File: config.mk
export PLATFORM = sky130hd
export DESIGN_NAME = voronoi_nearest_site_classifier_flat
export DESIGN_NICKNAME = d
export VERILOG_FILES = /design/src/rtl/core/vnsc_pkg.sv /design/src/rtl/core/vnsc_channels.sv /design/src/rtl/core/vnsc_ctrl.sv /design/src/rtl/core/vnsc_datapath.sv /design/src/rtl/core/voronoi_nearest_site_classifier.sv /design/src/flat_wrapper.sv
export SDC_FILE = /design/constraint.sdc
export NUM_CORES = 2
export LEC_CHECK = 0
export ABC_AREA = 1
export BUFFER_PORTS_ARGS = -buffer_cell sky130_fd_sc_hd__buf_2
export CAP_MARGIN = 0
export CELL_PAD_IN_SITES_DETAIL_PLACEMENT = 1
export CELL_PAD_IN_SITES_GLOBAL_PLACEMENT = 1
export CORE_MARGIN = 2
export CORE_UTILIZATION = 40
export CTS_CLUSTER_SIZE = 24
export DETAILED_ROUTE_END_ITERATION = 8
export PLACE_DENSITY = 0.71
export SLEW_MARGIN = 20
export SYNTH_ARGS = -nofsm -noshare
export SYNTH_HDL_FRONTEND = slang
export SYNTH_HIERARCHICAL = 1
export SYNTH_SLANG_ARGS = --single-unit
File: constraint.sdc
create_clock -name clk_i -period 18.05 [get_ports clk_i]
set_input_delay 1.805 -clock clk_i [delete_from_list [all_inputs] [get_ports clk_i]]
set_output_delay 1.805 -clock clk_i [all_outputs]
set_load 0.01 [all_outputs]
File: src/rtl/core/vnsc_pkg.sv
// Shared widths, codes and control types of the nearest-site classifier.
package vnsc_pkg;

  // Field widths of the item, result and register channels
  localparam int unsigned COORD_W    = 10;
  localparam int unsigned SLOT_W     = 6;
  localparam int unsigned ACTIVE_W   = 7;
  localparam int unsigned COLOR_W    = 4;
  localparam int unsigned NEAREST_W  = 6;
  localparam int unsigned DIST_W     = 2 * COORD_W + 1;

  localparam logic [ACTIVE_W-1:0] ACTIVE_RESET = 7'd64;

  typedef enum logic [0:0] {
    FUNC_LOAD     = 1'b0,
    FUNC_CLASSIFY = 1'b1
  } func_e;

  typedef enum logic [1:0] {
    ST_IDLE,
    ST_SCAN,
    ST_WAIT
  } state_e;

  // Commands from the controller to the datapath
  typedef struct packed {
    logic load;         // write the item's site into the table
    logic start;        // latch the pixel, rewind the address counter
    logic issue;        // read the site at the current address and advance
    logic result_load;  // move the search result into the output register
  } cmd_t;

  // Status from the datapath to the controller
  typedef struct packed {
    logic at_last;      // current address is the last active site
    logic scan_done;    // last distance has been compared
    logic out_free;     // output register can take a result this cycle
  } status_t;

endpackage

File: src/rtl/core/vnsc_channels.sv
// Handshake channel interfaces: input items, results and register writes.
interface vnsc_item_if;
  logic                               valid;
  logic                               ready;
  vnsc_pkg::func_e                    func;
  logic [vnsc_pkg::SLOT_W-1:0]        site_index;
  logic [vnsc_pkg::COORD_W-1:0]       row;
  logic [vnsc_pkg::COORD_W-1:0]       col;

  modport source (output valid, func, site_index, row, col, input ready);
  modport sink   (input valid, func, site_index, row, col, output ready);
endinterface

interface vnsc_result_if;
  logic                               valid;
  logic                               ready;
  logic                               is_site;
  logic [vnsc_pkg::COLOR_W-1:0]       color_index;
  logic [vnsc_pkg::NEAREST_W-1:0]     nearest_site;
  logic [vnsc_pkg::DIST_W-1:0]        min_distance;

  modport source (output valid, is_site, color_index, nearest_site, min_distance,
                  input ready);
  modport sink   (input valid, is_site, color_index, nearest_site, min_distance,
                  output ready);
endinterface

interface vnsc_cfg_if;
  logic                               valid;
  logic                               ready;
  logic [vnsc_pkg::ACTIVE_W-1:0]      data;

  modport source (output valid, data, input ready);
  modport sink   (input valid, data, output ready);
endinterface

File: src/rtl/core/vnsc_ctrl.sv
// Controller state machine: sequences loads, the site scan and result hand-off.
module vnsc_ctrl (
  input  logic               clk_i,
  input  logic               rst_ni,
  input  logic               in_valid_i,
  input  vnsc_pkg::func_e    in_func_i,
  input  vnsc_pkg::status_t  status_i,
  output logic               in_ready_o,
  output vnsc_pkg::cmd_t     cmd_o
);

  vnsc_pkg::state_e state_q, state_d;

  // State register
  always_ff @(posedge clk_i or negedge rst_ni) begin
    if (!rst_ni) begin
      state_q <= vnsc_pkg::ST_IDLE;
    end else begin
      state_q <= state_d;
    end
  end

  // Next state and commands
  always_comb begin
    state_d    = state_q;
    in_ready_o = 1'b0;
    cmd_o      = '0;
    unique case (state_q)
      vnsc_pkg::ST_IDLE: begin
        in_ready_o = 1'b1;
        if (in_valid_i) begin
          if (in_func_i == vnsc_pkg::FUNC_LOAD) begin
            cmd_o.load = 1'b1;
          end else begin
            cmd_o.start = 1'b1;
            state_d     = vnsc_pkg::ST_SCAN;
          end
        end
      end
      vnsc_pkg::ST_SCAN: begin
        // issue one site per cycle, stop after the last active one
        cmd_o.issue = 1'b1;
        if (status_i.at_last) begin
          state_d = vnsc_pkg::ST_WAIT;
        end
      end
      vnsc_pkg::ST_WAIT: begin
        // hold until the pipeline drains and the output register is free
        if (status_i.scan_done && status_i.out_free) begin
          cmd_o.result_load = 1'b1;
          state_d           = vnsc_pkg::ST_IDLE;
        end
      end
      default: begin
        state_d = vnsc_pkg::ST_IDLE;
      end
    endcase
  end

endmodule

File: src/rtl/core/vnsc_datapath.sv
// Datapath: site tables, distance pipeline, running minimum and result register.
module vnsc_datapath #(
  parameter int unsigned MAX_SITES       = 64,
  parameter int unsigned PALETTE_ENTRIES = 16
) (
  input  logic                               clk_i,
  input  logic                               rst_ni,
  input  vnsc_pkg::cmd_t                     cmd_i,
  output vnsc_pkg::status_t                  status_o,
  input  logic                               cfg_valid_i,
  input  logic [vnsc_pkg::ACTIVE_W-1:0]      cfg_data_i,
  input  logic [vnsc_pkg::SLOT_W-1:0]        site_index_i,
  input  logic [vnsc_pkg::COORD_W-1:0]       row_i,
  input  logic [vnsc_pkg::COORD_W-1:0]       col_i,
  input  logic                               out_ready_i,
  output logic                               out_valid_o,
  output logic                               is_site_o,
  output logic [vnsc_pkg::COLOR_W-1:0]       color_index_o,
  output logic [vnsc_pkg::NEAREST_W-1:0]     nearest_site_o,
  output logic [vnsc_pkg::DIST_W-1:0]        min_distance_o
);

  localparam int unsigned CW     = vnsc_pkg::COORD_W;
  localparam int unsigned SQ_W   = 2 * CW;
  localparam int unsigned DW     = vnsc_pkg::DIST_W;
  localparam int unsigned IDX_W  = (MAX_SITES > 1) ? $clog2(MAX_SITES) : 1;
  localparam int unsigned CNT_W  = $clog2(MAX_SITES + 1);
  localparam int unsigned CMP_W  = (CNT_W > vnsc_pkg::ACTIVE_W) ? CNT_W : vnsc_pkg::ACTIVE_W;
  localparam int unsigned SCMP_W = (CNT_W > vnsc_pkg::SLOT_W) ? CNT_W : vnsc_pkg::SLOT_W;
  localparam int unsigned PAL_B  = $clog2(PALETTE_ENTRIES + 1);
  localparam int unsigned PCMP_W = (PAL_B > IDX_W) ? PAL_B : IDX_W;

  // Site tables
  logic [CW-1:0] row_mem [MAX_SITES];
  logic [CW-1:0] col_mem [MAX_SITES];

  logic [vnsc_pkg::ACTIVE_W-1:0] active_q;
  logic [IDX_W-1:0]              addr_q;
  logic [IDX_W-1:0]              last_q;
  logic [IDX_W-1:0]              last_d;
  logic [CW-1:0]                 pix_row_q, pix_col_q;

  logic [CW-1:0]                 rd_row_q, rd_col_q;
  logic                          s1_v_q, s1_last_q;
  logic [IDX_W-1:0]              s1_idx_q;

  logic [SQ_W-1:0]               sq_row_q, sq_col_q;
  logic                          s2_v_q, s2_last_q;
  logic [IDX_W-1:0]              s2_idx_q;

  logic [DW-1:0]                 best_q, best_pal_q;
  logic [IDX_W-1:0]              best_idx_q, pal_idx_q;
  logic                          done_q;
  logic                          out_valid_q;

  logic [SCMP_W-1:0]             slot_w;
  logic                          slot_ok;
  logic [CMP_W-1:0]              act_w;
  logic [CMP_W-1:0]              max_w;
  logic [CMP_W-1:0]              last_w;
  logic [CW-1:0]                 dr, dc;
  logic [SQ_W-1:0]               dr_w, dc_w;
  logic [DW-1:0]                 sum_dist;
  logic                          in_pal;

  // Active-site register
  always_ff @(posedge clk_i or negedge rst_ni) begin
    if (!rst_ni) begin
      active_q <= vnsc_pkg::ACTIVE_RESET;
    end else if (cfg_valid_i) begin
      active_q <= cfg_data_i;
    end
  end

  // Clamp the active count to 1..MAX_SITES and keep the last index
  always_comb begin
    act_w = CMP_W'(active_q);
    max_w = CMP_W'(MAX_SITES);
    if (act_w == '0) begin
      last_w = '0;
    end else if (act_w > max_w) begin
      last_w = max_w - CMP_W'(1);
    end else begin
      last_w = act_w - CMP_W'(1);
    end
    last_d = last_w[IDX_W-1:0];
  end

  // Drop loads beyond the table
  assign slot_w  = SCMP_W'(site_index_i);
  assign slot_ok = slot_w < SCMP_W'(MAX_SITES);

  // Table write and registered read
  always_ff @(posedge clk_i) begin
    if (cmd_i.load && slot_ok) begin
      row_mem[slot_w[IDX_W-1:0]] <= row_i;
      col_mem[slot_w[IDX_W-1:0]] <= col_i;
    end
    if (cmd_i.issue) begin
      rd_row_q <= row_mem[addr_q];
      rd_col_q <= col_mem[addr_q];
    end
  end

  // Latch the pixel and scan limits at query start
  always_ff @(posedge clk_i) begin
    if (cmd_i.start) begin
      pix_row_q <= row_i;
      pix_col_q <= col_i;
      last_q    <= last_d;
    end
  end

  // Address counter and pipeline valid bits
  always_ff @(posedge clk_i or negedge rst_ni) begin
    if (!rst_ni) begin
      addr_q <= '0;
      s1_v_q <= 1'b0;
      s2_v_q <= 1'b0;
      done_q <= 1'b0;
    end else begin
      s1_v_q <= cmd_i.issue;
      s2_v_q <= s1_v_q;
      if (cmd_i.start) begin
        addr_q <= '0;
      end else if (cmd_i.issue) begin
        addr_q <= addr_q + IDX_W'(1);
      end
      if (cmd_i.start) begin
        done_q <= 1'b0;
      end else if (s2_v_q && s2_last_q) begin
        done_q <= 1'b1;
      end
    end
  end

  // Stage 1 tags travel with the read data
  always_ff @(posedge clk_i) begin
    s1_idx_q  <= addr_q;
    s1_last_q <= (addr_q == last_q);
  end

  // Stage 2: absolute differences and squares
  assign dr   = (pix_row_q >= rd_row_q) ? (pix_row_q - rd_row_q) : (rd_row_q - pix_row_q);
  assign dc   = (pix_col_q >= rd_col_q) ? (pix_col_q - rd_col_q) : (rd_col_q - pix_col_q);
  assign dr_w = SQ_W'(dr);
  assign dc_w = SQ_W'(dc);

  always_ff @(posedge clk_i) begin
    sq_row_q  <= dr_w * dr_w;
    sq_col_q  <= dc_w * dc_w;
    s2_idx_q  <= s1_idx_q;
    s2_last_q <= s1_last_q;
  end

  // Stage 3: sum and running minimum, first site always taken
  assign sum_dist = DW'(sq_row_q) + DW'(sq_col_q);
  assign in_pal   = PCMP_W'(s2_idx_q) < PCMP_W'(PALETTE_ENTRIES);

  always_ff @(posedge clk_i) begin
    if (s2_v_q) begin
      if ((s2_idx_q == '0) || (sum_dist < best_q)) begin
        best_q     <= sum_dist;
        best_idx_q <= s2_idx_q;
      end
      if ((s2_idx_q == '0) || (in_pal && (sum_dist < best_pal_q))) begin
        best_pal_q <= sum_dist;
        pal_idx_q  <= s2_idx_q;
      end
    end
  end

  // Output register
  always_ff @(posedge clk_i or negedge rst_ni) begin
    if (!rst_ni) begin
      out_valid_q <= 1'b0;
    end else if (cmd_i.result_load) begin
      out_valid_q <= 1'b1;
    end else if (out_ready_i) begin
      out_valid_q <= 1'b0;
    end
  end

  always_ff @(posedge clk_i) begin
    if (cmd_i.result_load) begin
      is_site_o      <= (best_q == '0);
      color_index_o  <= vnsc_pkg::COLOR_W'(pal_idx_q);
      nearest_site_o <= vnsc_pkg::NEAREST_W'(best_idx_q);
      min_distance_o <= best_q;
    end
  end

  assign out_valid_o        = out_valid_q;
  assign status_o.at_last   = (addr_q == last_q);
  assign status_o.scan_done = done_q;
  assign status_o.out_free  = !out_valid_q || out_ready_i;

endmodule

File: src/rtl/core/voronoi_nearest_site_classifier.sv
// Top level of the nearest-site classifier: channels, controller and datapath.
//
// Usage: items arrive on item_i. A load item (func = load) writes one site
// position into the table slot site_index, and the block stays ready for the
// next item; loads whose slot lies beyond the table are dropped. A classify
// item searches the first active_sites slots for the smallest squared
// distance to (row, col), ties to the lowest index, and returns one
// transaction on result_o. cfg_i writes active_sites (0 acts as 1, values
// above the table depth act as the depth); it is always ready. The user must
// write it only while the block is idle; the block itself does not enforce this.
// The scan reads one site per cycle from the single-port site table into a
// shared square-and-compare pipeline (read, square, then sum and compare);
// no new item is taken until the query's result enters the output register.
// Reset clears the controller, the pipeline and the result valid and sets
// active_sites to 64; the site tables hold nothing until loaded. A stalled
// receiver holds the result; loads and a new query's scan continue, and that
// query's result waits until the pending transaction is taken.
module voronoi_nearest_site_classifier #(
  parameter int unsigned MAX_SITES       = 64,
  parameter int unsigned PALETTE_ENTRIES = 16
) (
  input  logic           clk_i,
  input  logic           rst_ni,
  vnsc_item_if.sink      item_i,
  vnsc_result_if.source  result_o,
  vnsc_cfg_if.sink       cfg_i
);

  vnsc_pkg::cmd_t    cmd;
  vnsc_pkg::status_t status;
  logic              in_ready;

  assign item_i.ready = in_ready;
  assign cfg_i.ready  = 1'b1;

  vnsc_ctrl u_ctrl (
    .clk_i      (clk_i),
    .rst_ni     (rst_ni),
    .in_valid_i (item_i.valid),
    .in_func_i  (item_i.func),
    .status_i   (status),
    .in_ready_o (in_ready),
    .cmd_o      (cmd)
  );

  vnsc_datapath #(
    .MAX_SITES       (MAX_SITES),
    .PALETTE_ENTRIES (PALETTE_ENTRIES)
  ) u_datapath (
    .clk_i          (clk_i),
    .rst_ni         (rst_ni),
    .cmd_i          (cmd),
    .status_o       (status),
    .cfg_valid_i    (cfg_i.valid),
    .cfg_data_i     (cfg_i.data),
    .site_index_i   (item_i.site_index),
    .row_i          (item_i.row),
    .col_i          (item_i.col),
    .out_ready_i    (result_o.ready),
    .out_valid_o    (result_o.valid),
    .is_site_o      (result_o.is_site),
    .color_index_o  (result_o.color_index),
    .nearest_site_o (result_o.nearest_site),
    .min_distance_o (result_o.min_distance)
  );

  // A result never overwrites a pending transaction
  a_no_overwrite: assert property (@(posedge clk_i) disable iff (!rst_ni)
    cmd.result_load |-> status.out_free)
    else $error("result loaded while output transaction pending");

  // No item is taken while the scan is issuing reads
  a_no_accept_in_scan: assert property (@(posedge clk_i) disable iff (!rst_ni)
    (item_i.valid && item_i.ready) |-> !cmd.issue)
    else $error("item accepted during scan");

  // A new query clears the completion flag of the previous one
  a_start_clears_done: assert property (@(posedge clk_i) disable iff (!rst_ni)
    cmd.start |=> !status.scan_done)
    else $error("scan done flag survived query start");

  // The on-site flag agrees with a zero distance
  a_is_site_match: assert property (@(posedge clk_i) disable iff (!rst_ni)
    result_o.valid |-> (result_o.is_site == (result_o.min_distance == '0)))
    else $error("is_site disagrees with min_distance");

endmodule

File: src/flat_wrapper.sv
// flat-port wrapper written by rule: the top's interface ports become plain ports
module voronoi_nearest_site_classifier_flat 
#(
  parameter int unsigned MAX_SITES       = 64,
  parameter int unsigned PALETTE_ENTRIES = 16
)
  (clk_i, rst_ni, item_i_valid, item_i_func, item_i_site_index, item_i_row, item_i_col, item_i_ready, result_o_valid, result_o_is_site, result_o_color_index, result_o_nearest_site, result_o_min_distance, result_o_ready, cfg_i_valid, cfg_i_data, cfg_i_ready);
  vnsc_item_if item_i_i ();
  vnsc_result_if result_o_i ();
  vnsc_cfg_if cfg_i_i ();
  input  logic clk_i;
  input  logic rst_ni;
  input wire logic [$bits(item_i_i.valid)-1:0] item_i_valid;
  input wire logic [$bits(item_i_i.func)-1:0] item_i_func;
  input wire logic [$bits(item_i_i.site_index)-1:0] item_i_site_index;
  input wire logic [$bits(item_i_i.row)-1:0] item_i_row;
  input wire logic [$bits(item_i_i.col)-1:0] item_i_col;
  output wire logic [$bits(item_i_i.ready)-1:0] item_i_ready;
  output wire logic [$bits(result_o_i.valid)-1:0] result_o_valid;
  output wire logic [$bits(result_o_i.is_site)-1:0] result_o_is_site;
  output wire logic [$bits(result_o_i.color_index)-1:0] result_o_color_index;
  output wire logic [$bits(result_o_i.nearest_site)-1:0] result_o_nearest_site;
  output wire logic [$bits(result_o_i.min_distance)-1:0] result_o_min_distance;
  input wire logic [$bits(result_o_i.ready)-1:0] result_o_ready;
  input wire logic [$bits(cfg_i_i.valid)-1:0] cfg_i_valid;
  input wire logic [$bits(cfg_i_i.data)-1:0] cfg_i_data;
  output wire logic [$bits(cfg_i_i.ready)-1:0] cfg_i_ready;
  assign item_i_i.valid = item_i_valid;
  assign item_i_i.func = item_i_func;
  assign item_i_i.site_index = item_i_site_index;
  assign item_i_i.row = item_i_row;
  assign item_i_i.col = item_i_col;
  assign item_i_ready = item_i_i.ready;
  assign result_o_valid = result_o_i.valid;
  assign result_o_is_site = result_o_i.is_site;
  assign result_o_color_index = result_o_i.color_index;
  assign result_o_nearest_site = result_o_i.nearest_site;
  assign result_o_min_distance = result_o_i.min_distance;
  assign result_o_i.ready = result_o_ready;
  assign cfg_i_i.valid = cfg_i_valid;
  assign cfg_i_i.data = cfg_i_data;
  assign cfg_i_ready = cfg_i_i.ready;
  voronoi_nearest_site_classifier #(.MAX_SITES(MAX_SITES), .PALETTE_ENTRIES(PALETTE_ENTRIES)) u_core (.clk_i(clk_i), .rst_ni(rst_ni), .item_i(item_i_i), .result_o(result_o_i), .cfg_i(cfg_i_i));
endmodule
## Word-level counts from Yosys, hierarchy flattened

Memory sizes are Yosys's and may differ from the RTL's. A register that Yosys moved wholly into a read port is not among the register bits.
Index checks and enable logic that the tools add are counted.

| storage, ports and cells | value |
|---|---|
| flip-flop bits (word level) | 183 |
| latch bits | 0 |
| bits in writable memories | 1280 |
| bits in read-only memories | 0 |
| input bits | 39 |
| output and inout port bits | 35 |
| word-level logic and storage cells | 91 |
| memories | 2 |

Memories:

| memory | depth | bits a word | read ports | clocked after memory_dff | write ports | line | RTL |
|---|---|---|---|---|---|---|---|
| u_core.u_datapath.col_mem | 64 | 10 | 1 | 1 | 1 | vnsc_datapath.sv:35 | `logic [CW-1:0] col_mem [MAX_SITES];` |
| u_core.u_datapath.row_mem | 64 | 10 | 1 | 1 | 1 | vnsc_datapath.sv:34 | `logic [CW-1:0] row_mem [MAX_SITES];` |

| operators by class | value |
|---|---|
| $add $sub $neg | 7 |
| multipliers | 2 |
| divide/modulo/power cells | 0 |
| order comparisons | 7 |
| equal/unequal tests | 7 |
| shift operators | 0 |
| multiplexer cells | 24 |
| bitwise gates (word level) | 0 |
| reductions and logical operators | 18 |

Operator list:

| cell | number |
|---|---|
| $lt A21 B21 Y1 | 2 |
| $mul A10 B10 Y20 | 2 |
| $sub A10 B10 Y10 | 4 |
| $add A20 B20 Y21 | 1 |
| $logic_not A21 Y1 | 1 |
| $ge A10 B10 Y1 | 2 |
| $mux W10 | 2 |
| $mux W6 | 3 |
| $mux W1 | 12 |
| $mux W2 | 6 |
| $gt A7 B7 Y1 const B | 1 |
| $logic_not A7 Y1 | 1 |
| $lt A6 B7 Y1 const B | 1 |
| $add A6 B1 Y6 const B | 1 |
| $eq A6 B6 Y1 | 1 |
| $logic_not A6 Y1 | 1 |
| $lt A6 B5 Y1 const B | 1 |
| $ne A2 B2 Y1 const B | 3 |
| $pmux W2 S3 | 1 |
| $reduce_bool A2 Y1 | 3 |
| $sub A6 B1 Y6 const B | 1 |
| $logic_and A1 B1 Y1 | 4 |
| $reduce_and A2 Y1 | 2 |
| $reduce_and A4 Y1 | 1 |
| other kinds (6) | 8 |

## Depth between registers and ports, before layout

| depth | value |
|---|---|
| depth after elaboration | 6 |
| mapped depth | 35 |
| depth with buffers taken out | 34 |

## Hierarchy

Netlist, hierarchy kept.

By module, submodules not included:

| module | times used | cells an instance | area each (µm²) | sequential area each (µm²) |
|---|---|---|---|---|
| vnsc_datapath | 1 | 5228 | 64794.6 | 43808.3 |
| vnsc_ctrl | 1 | 20 | 125.1 | 50.0 |
| voronoi_nearest_site_classifier | 1 | 2 | 11.3 | 0.0 |

## Worst setup path before layout

No wires, ideal clock.

| timing | value |
|---|---|
| path type | register -> register |
| from | register u_core.u_datapath.pix_row_q[0] |
| to | register u_core.u_datapath.sq_row_q[15] |
| library setup time | 0.120 ns |
| data arrival time | 5.825 ns |
| slack | 12.105 ns |
| cell stages (with the launch flop) | 30 |
| path buffers | 1 |
| clock period less this slack | 5.945 ns |
| path through | edfxtp_1 -> inv_1 -> ha_1 -> inv_1 -> fa_1 -> nand3_1 -> nand4_1 -> buf_4 -> nand2_1 -> nand2_1 -> or2_2 -> nand2_2 -> nor2_1 -> fa_1 -> fa_1 -> inv_1 -> fa_1 -> inv_1 -> fa_1 -> inv_1 -> fa_1 -> inv_1 -> ha_1 -> a21oi_1 -> o21a_1 -> nand2_1 -> o21bai_1 -> nand2_1 -> nand2_1 -> xor2_1 |

| between the ends | value |
|---|---|
| longest elaborated chain between the ends | 3 |
| elaborated cells between the ends (all ways) | 5 |
| those cells by class | add/sub (2); mul (1); order compare (1); mux (1) |

Ends and longest elaborated chain:

| item | line | RTL |
|---|---|---|
| start: declaration | vnsc_datapath.sv:41 | `logic [CW-1:0] pix_row_q, pix_col_q;` |
| start signal: assignment | vnsc_datapath.sv:108 | `pix_row_q <= row_i;` |
| $sub A10 B10 Y10 or $ge A10 B10 Y1 (tied branches) | vnsc_datapath.sv:144 | `assign dr = (pix_row_q >= rd_row_q) ? (pix_row_q - rd_row_q) : (rd_row_q - pix_row_q);` |
| $mux W10 (*) | vnsc_datapath.sv:144 |  |
| $mul A10 B10 Y20 (*) | vnsc_datapath.sv:150 | `sq_row_q <= dr_w * dr_w;` |
| end signal: assignment | vnsc_datapath.sv:150 |  |
| end: declaration | vnsc_datapath.sv:47 | `logic [SQ_W-1:0] sq_row_q, sq_col_q;` |

Mark *: on every way between the ends. The rest lies on a longest branch, timed or not.
A chain may end at the register's enable or synchronous reset.

## Worst setup path in the final report

| timing | value |
|---|---|
| from | register u_core.u_datapath.pix_row_q[0] |
| to | register u_core.u_datapath.sq_row_q[19] |

Same word-level chain as after synthesis.

==> results.yml <==
yosys:
  yosysSeqAreaShare: 0.675
  synth-seq-cells: 1481
  ys_warn_count: 6
  muxShareOfSynthArea: 0.000520
  yosysMostFrequentCell: "edfxtp_1"
  synth_compound_area_frac: 0.111
  synth-xor-area-share: 0.0119
  synth_area_per_cell_um2: 12.4
  synth_edf_count: 1410
  synthesis.area_um2: 64900
  synth-simple-area-share: 0.0968
  synth_top_family_by_area: "compound AO/OA/AOI/OAI gates"
  async_reset_ff_frac: 0.0128
  netlist.area_leader.share: 0.652
  synthTopCellsByCount: "edfxtp_1, nor2_1, o21ai_0"
  yosys.area_share.adder: 0.0679
  synth_fp_nets: 5582
  yosysUniqueCellTypes: 49
  netlist_top_cells_area: "edfxtp_1, o21ai_0, nor2_1, ha_1, fa_1"
  ys.flop_type: "edfxtp_1"
  syn_inst: 5250
  synth_top_area_cell: "edfxtp_1"
clock_network:
  cts_max_path_buffers: 3
  cts_root_buffer: "clkbuf_16"
  cts_buffers: 158
  postCtsSetupBuffers: 0
  cts.hold.buffers_added: 0
  cts_htree_levels: 4
  clkLatencyLatePin_ns: 0.84
  cts_sinks: 1481
  cts_tree: "built"
  ctsResizeCount: 0
  clk_pin_slew_ns: 0.06
timing:
  finalSetupTns_ns: 0
  relSlewSlack: 0.239
  fmax_mhz: 145
  tightest_slew_ns: 1.14
  slew_viol_final: 0
  rsz0062_at_grt: "false"
  fin_crit_ns: 6.91
  setup_viol: 0
  fin_skew_ns: 0.0837
  holdWs_ns: 0.327
  post-route-period-util: 0.383
  hold_violations: 0
critical_path:
  criticalPathCategory: "reg2reg"
  worstReg2RegStart: "u_core/u_datapath/pix_row_q[0]"
  cp.required_ns: 18.75
  slowest_stage: "fa_1"
  reg2reg_to: "u_core/u_datapath/sq_row_q[19]"
  path_max_fanout: 12
  r2r_cells: 26
  critPathMaxStageDelay_ns: 0.53
  cp-end-kind: "register"
  ff2ff_setup_slack_ns: 11.14
  arrival_ns: 7.61
  start_kind: "register"
die:
  initial_core_util: 0.403
  num_rows: 147
  die_x_um: 407
  die_area_um2: 166000
  coreArea_um2: 161000
  fp.dieH_um: 407
  io_pins: 74
run:
  cap_viol_max_count: 0
detailed_routing:
  wl_per_cell_um: 24.7
  firstDrtPassIters: 7
  drc_errors: 0
  vias: 42900
  ant_nets: 0
  vias_per_cell: 5.64
  drt-total-wl_um: 187000
  drtIter0Drc: 3644
global_routing:
  grt.overflow.total: 0
  grt_pass1_vias: 44800
  grt_max_degree: 220
  grt_use_total: 0.226
  antenna_found_initial: 6
  grt_pass1_wl_um: 281000
min_path:
  holdPathStages: 0
  worstHoldEndpoint: "u_core/u_datapath/s2_idx_q[0]"
  min_from: "u_core/u_datapath/s1_idx_q[0]"
  min_path_type: "reg2reg"
final_layout:
  utilization: 0.454
  final_layout_size_suffix_gt1_frac: 0.0972
  nets: 5645
  syn2layout_area_growth_pct: 12.6
  instances_no_fill: 7594
placed_design:
  portBuffers: 72
  placedCellCount: 7313
  place_hpwl_um: 112000
  gp_congestion: 0.831
status:
  outcome: "finished clean"
## area by class of cell
class,count,area (um2)
fillers,16600,87800
well taps,2160,2700
flip-flops and latches,1481,43900
repair buffers,187,1290
diodes,1,2.50
clock inverters,70,900
multi-input cells,3152,18900
clock buffers,210,4190
inverters,333,1270
## flip-flops by register name (all words and copies together), names as in the netlist, 7 cells and up
register                          flops
u_core/u_datapath/sq_col_q           19
u_core/u_datapath/row_mem           640
u_core/u_datapath/pix_col_q          10
u_core/u_datapath/best_pal_q         21
u_core/u_datapath/rd_col_q           10
u_core/u_datapath/pix_row_q          10
u_core/u_datapath/sq_row_q           19
u_core/u_datapath/best_q             21
u_core/u_datapath/col_mem           640
u_core/u_datapath/rd_row_q           10
u_core/u_datapath/act_w               7
u_core/u_datapath/min_distance_o     21
## per-stage QoR
stage                     setup slack (ns)  area (um2)
after floorplan                      12.11       64900
after global placement               11.29       68000
after detailed placement             11.18       68000
after CTS                            11.12       73100
after global routing                 10.56       73100
final                                11.14       73100
## critical path, delay by kind of cell (launching register included)
kind / cells / cell delay (ns)
compound gates: 5 / 1.04
xor+xnor: 1 / 0.47
fa+ha+maj: 8 / 3.56
buf+inv: 6 / 0.36
flops: 1 / 0.40
simple gates: 6 / 0.99
## layout by cell type (no fill, tap or decap), types with 99 or more instances in the layout
master | netlist | routed
edfxtp_1 | 1410 | 1410
fa_1 | 99 | 99
o22ai_1 | 196 | 196
nor2_1 | 840 | 774
inv_1 | 325 | 321
nand2_1 | 421 | 421
o21ai_0 | 698 | 698
buf_4 | 5 | 111
ha_1 | 194 | 194
nand3_1 | 136 | 136
clkbuf_16 | 0 | 159
a21oi_1 | 116 | 114
o221ai_1 | 126 | 126
## routing by layer
metal / vias to the layer above / track usage / wire [um]
met5: - / 0 / 34
met4: 6 / 0.0938 / 7970
met3: 361 / 0.0329 / 10900
met1: 21900 / 0.294 / 77700
li1: 19200 / - / -
met2: 1384 / 0.379 / 90800
## how the worst max path moves through the flow
| stage | startpoint | endpoint | slack (ns) | depth (start not counted) |
|---|---|---|---|---|
| finish | u_core/u_datapath/pix_row_q[0] | u_core/u_datapath/sq_row_q[19] | 11.14 | 26 |
| detailed placement | u_core/u_datapath/pix_row_q[0] | u_core/u_datapath/sq_row_q[19] | 11.18 | 26 |
| global placement | u_core/u_datapath/pix_row_q[0] | u_core/u_datapath/sq_row_q[19] | 11.29 | 26 |
| floorplan | u_core/u_datapath/pix_row_q[0] | u_core/u_datapath/sq_row_q[15] | 12.11 | 29 |
| CTS | u_core/u_datapath/pix_row_q[0] | u_core/u_datapath/sq_row_q[19] | 11.12 | 26 |
| global route | u_core/u_datapath/pix_row_q[0] | u_core/u_datapath/sq_row_q[15] | 10.56 | 29 |
## logic make-up (layout without fill, tap and decap cells)
logic type	count (synthesis)	count (layout)
xor+xnor	78	78
mux	2	2
simple gates	1537	1537
other cells	1	2
buf+inv	617	800
flops	1481	1481
compound gates	1241	1241
fa+ha+maj	293	293
Power is left out: the tool's default activity adds up to more than one toggle a clock period on the data nets, which glitch-free logic cannot reach.
